$ cat config.mk
export PLATFORM = sky130hd
export DESIGN_NAME = sam_ram
export DESIGN_NICKNAME = d
export VERILOG_FILES = /design/src/sam_ram.sv
export SDC_FILE = /design/constraint.sdc
export NUM_CORES = 1
export LEC_CHECK = 0
export BUFFER_PORTS_ARGS = -buffer_cell sky130_fd_sc_hd__buf_2
export CAP_MARGIN = 30
export CORE_AREA = 2 2 100 102
export CTS_BUF_LIST = sky130_fd_sc_hd__clkbuf_8
export DETAILED_ROUTE_END_ITERATION = 8
export DIE_AREA = 0 0 102 104
export HOLD_SLACK_MARGIN = 0.1
export PLACE_DENSITY = 0.72
export SYNTH_ARGS = -nofsm -noshare
export SYNTH_HDL_FRONTEND = slang
export SYNTH_SLANG_ARGS = --single-unit
$ cat constraint.sdc
create_clock -name clk_i -period 1.73 [get_ports clk_i]
set_input_delay 0 -clock clk_i [delete_from_list [all_inputs] [get_ports clk_i]]
set_output_delay 0 -clock clk_i [all_outputs]
set_load 0.1 [all_outputs]
$ cat src/sam_ram.sv
// ----------------------------------------------------------------------------
// sam_ram
// Generic simple dual-port RAM, one write and one registered read per cycle.
// ----------------------------------------------------------------------------
module sam_ram #(
  parameter int WIDTH = 8,
  parameter int DEPTH = 16
) (
  input  logic                     clk_i,
  input  logic                     we_i,
  input  logic [$clog2(DEPTH)-1:0] waddr_i,
  input  logic [WIDTH-1:0]         wdata_i,
  input  logic [$clog2(DEPTH)-1:0] raddr_i,
  output logic [WIDTH-1:0]         rdata_o
);

  logic [WIDTH-1:0] mem_q [DEPTH];

  always_ff @(posedge clk_i) begin
    if (we_i) begin
      mem_q[waddr_i] <= wdata_i;
    end
    rdata_o <= mem_q[raddr_i];
  end

endmodule

==> out/metrics.cfg <==
[drt]
dr_total_vias=2413
routed_wl_um=9370
drc=0
ant_nets=0
vias_per_cell=5.50
drt-pass1-iter-count=4
drtIter0Drc=209
routedWlPerCell_um=21.4

[pwr]
combPwrFrac=0.076
powerDensity_mw_per_mm2=1110
seqPwrFrac=0.554
p_int_uw=5120
power.total_uw=6680
switching_power_uw=1560
p_leak_uw=0.00204
pwr-share-clk=0.370
switching_share=0.233
vdd.ir_drop.worst_uv=540

[timing]
slew-limit-headroom=0.673
finalMaxSlewViolations=0
setup_viol=0
fin_skew_ps=9.92
finalSetupTns_ps=0
max_freq_mhz=719
layout_min_cycle_time_ps=1390
tightest_slew_ps=494
rsz0062_at_grt=false
min_period_over_period=0.804
hold_violations=0

[layout]
syn_to_final_growth_pct=16.6
fin_nets=311
finalInstanceArea_sq_mm=0.00600
n_antenna_cell=0
drive_above_1_share=0.314

[job]
maxCapViolCount=0

[cts]
clk_pin_slew_worst_paths_ps=70
cts-root-buf=clkbuf_8
post_cts_resized=0
numCtsBuffers=17
htreeDepth=4
post_cts_buffers=0
clk_latency_ps=420
tritoncts=built
cts_num_sinks=136
cts.path.max_buffers=2
hold_buffers=8

[global_routing]
grt_pass1_wl_um=14400
grt_max_degree=33
grt_pass1_vias=2537
track_usage=0.195
antenna_found_initial=0
grt_overflow=0

[synthesis]
ys_ff_latch=136
yosys_warnings=0
synthTopCellsByArea=edfxtp_1 75%, mux4_2 7.9%, mux4_1 7.1%, dfxtp_1 3.1%, a22oi_1 2.3%
synthArstFlopShare=0
synth_edf_count=128
avgSynthCellArea_sq_um=22.5
synth_common_cells=128 x edfxtp_1, 18 x mux4_2, 16 x a22oi_1
synth.cell_area_sq_mm=0.00515
yosysTopAreaCell=edfxtp_1
yosysMostFrequentCell=edfxtp_1
yosys.cell_types.count=19
ys_seq_area_frac=0.778
synth_nets=247
synth_cells=229
synthFlopType=edfxtp_1
synth_top_area_frac=0.747

[floorplanning]
die_y_um=104
core.rowCount=36
dieArea_sq_mm=0.0106
start_util=0.539
fp.dieW_um=102
io-pin-count=26
core_sq_mm=0.00955

[setup_path]
crit_chain=mux4_1 -> a22oi_1 -> nand2_1
cp_slowest_cell=mux4_1
critical_path_class=reg2reg
slowest_delay_ps=540
cp.required_ps=2030
r2r_setup_slack_ps=340
crit_path_start_kind=flop
critical_path_peak_fanout=1
crit_path_end_kind=flop
worst_ep_arrival_time_ps=1690

[place]
hpwlAfterDp_um=6090
io_buffers=25
place_area_sq_mm=0.00553
gp_congestion=0.707

[hold_path]
hp-class=in2reg

[status]
status=complete, no violations

cells by family (layout without fill, tap and decap cells):
group / Yosys count / in the layout / synth area share
AOI/OAI and AO/OA: 16 / 16 / 0.0233
DFF: 136 / 136 / 0.778
muxes: 32 / 32 / 0.150
buffers and inverters: 10 / 87 / 0.0168
and+or+nand+nor: 35 / 35 / 0.0318
cell usage in the layout (no fill, tap or decap), drive strengths merged:
cell type    count
a22oi           16
and2             1
and2b            1
buf             47
bufinv           2
clkbuf          17
clkinv           6
clkinvlp         3
dfxtp            8
dlygate4sd3      8
edfxtp         128
inv              4
mux4            32
nand2            9
nand2b           2
nand3            1
nand3b           2
nor2            13
nor2b            1
nor3             4
or3b             1
per-stage QoR:
step	hold WS (ps)	cells	utilization	setup WS (ps)
after floorplan	98.9	229	-	237
after global placement	385	399	0.579	243
after detailed placement	400	399	0.579	220
after CTS	114	439	0.628	315
after global routing	142	439	0.628	302
final	129	439	0.628	339
critical path: cells and delay by family (launching register included):
family,cells,cell delay (ps)
and+or+nand+nor,1,80
AOI/OAI and AO/OA,1,300
muxes,1,540
DFF,1,360
area by class of cell:
type                       count  area [sq um]
tap                          133           166
clock inverter                15           156
fill                         684          3550
sequential                   136          4000
clock buffer                  17           234
timing repair buffer          55           383
multi-input combinational     83          1060
layer usage:
metal  up-vias  GRT usage  part of all wire
met3        10     0.0437             0.063
met2        87      0.297              0.50
met1      1215      0.281              0.43
li1       1101          -                 -
met5         -          0                 0
met4         0     0.0714             0.012
final timing paths:
check                     from         end  cells past startpoint
setup / recovery   mem_q[1][0]  rdata_o[0]                      3
hold / removal      raddr_i[1]  rdata_o[4]                      4
setup reg to reg   mem_q[1][0]  rdata_o[0]                      3
hold reg to reg   mem_q[12][5]  rdata_o[5]                      3
power groups by stage:
stage                     sequential, uW  clock (uW)  combinational, uW
final                               3700        2470                507
after global routing                3710        2660                541
after floorplan                     3930           0                187
after CTS                           3700        2530                513
after global placement              3770           0                490
after detailed placement            3780           0                498
state kept, by name (all words and copies together) (netlist names):
name	count
rdata_o	8
mem_q	128
(Power assumes the default switching activity.)
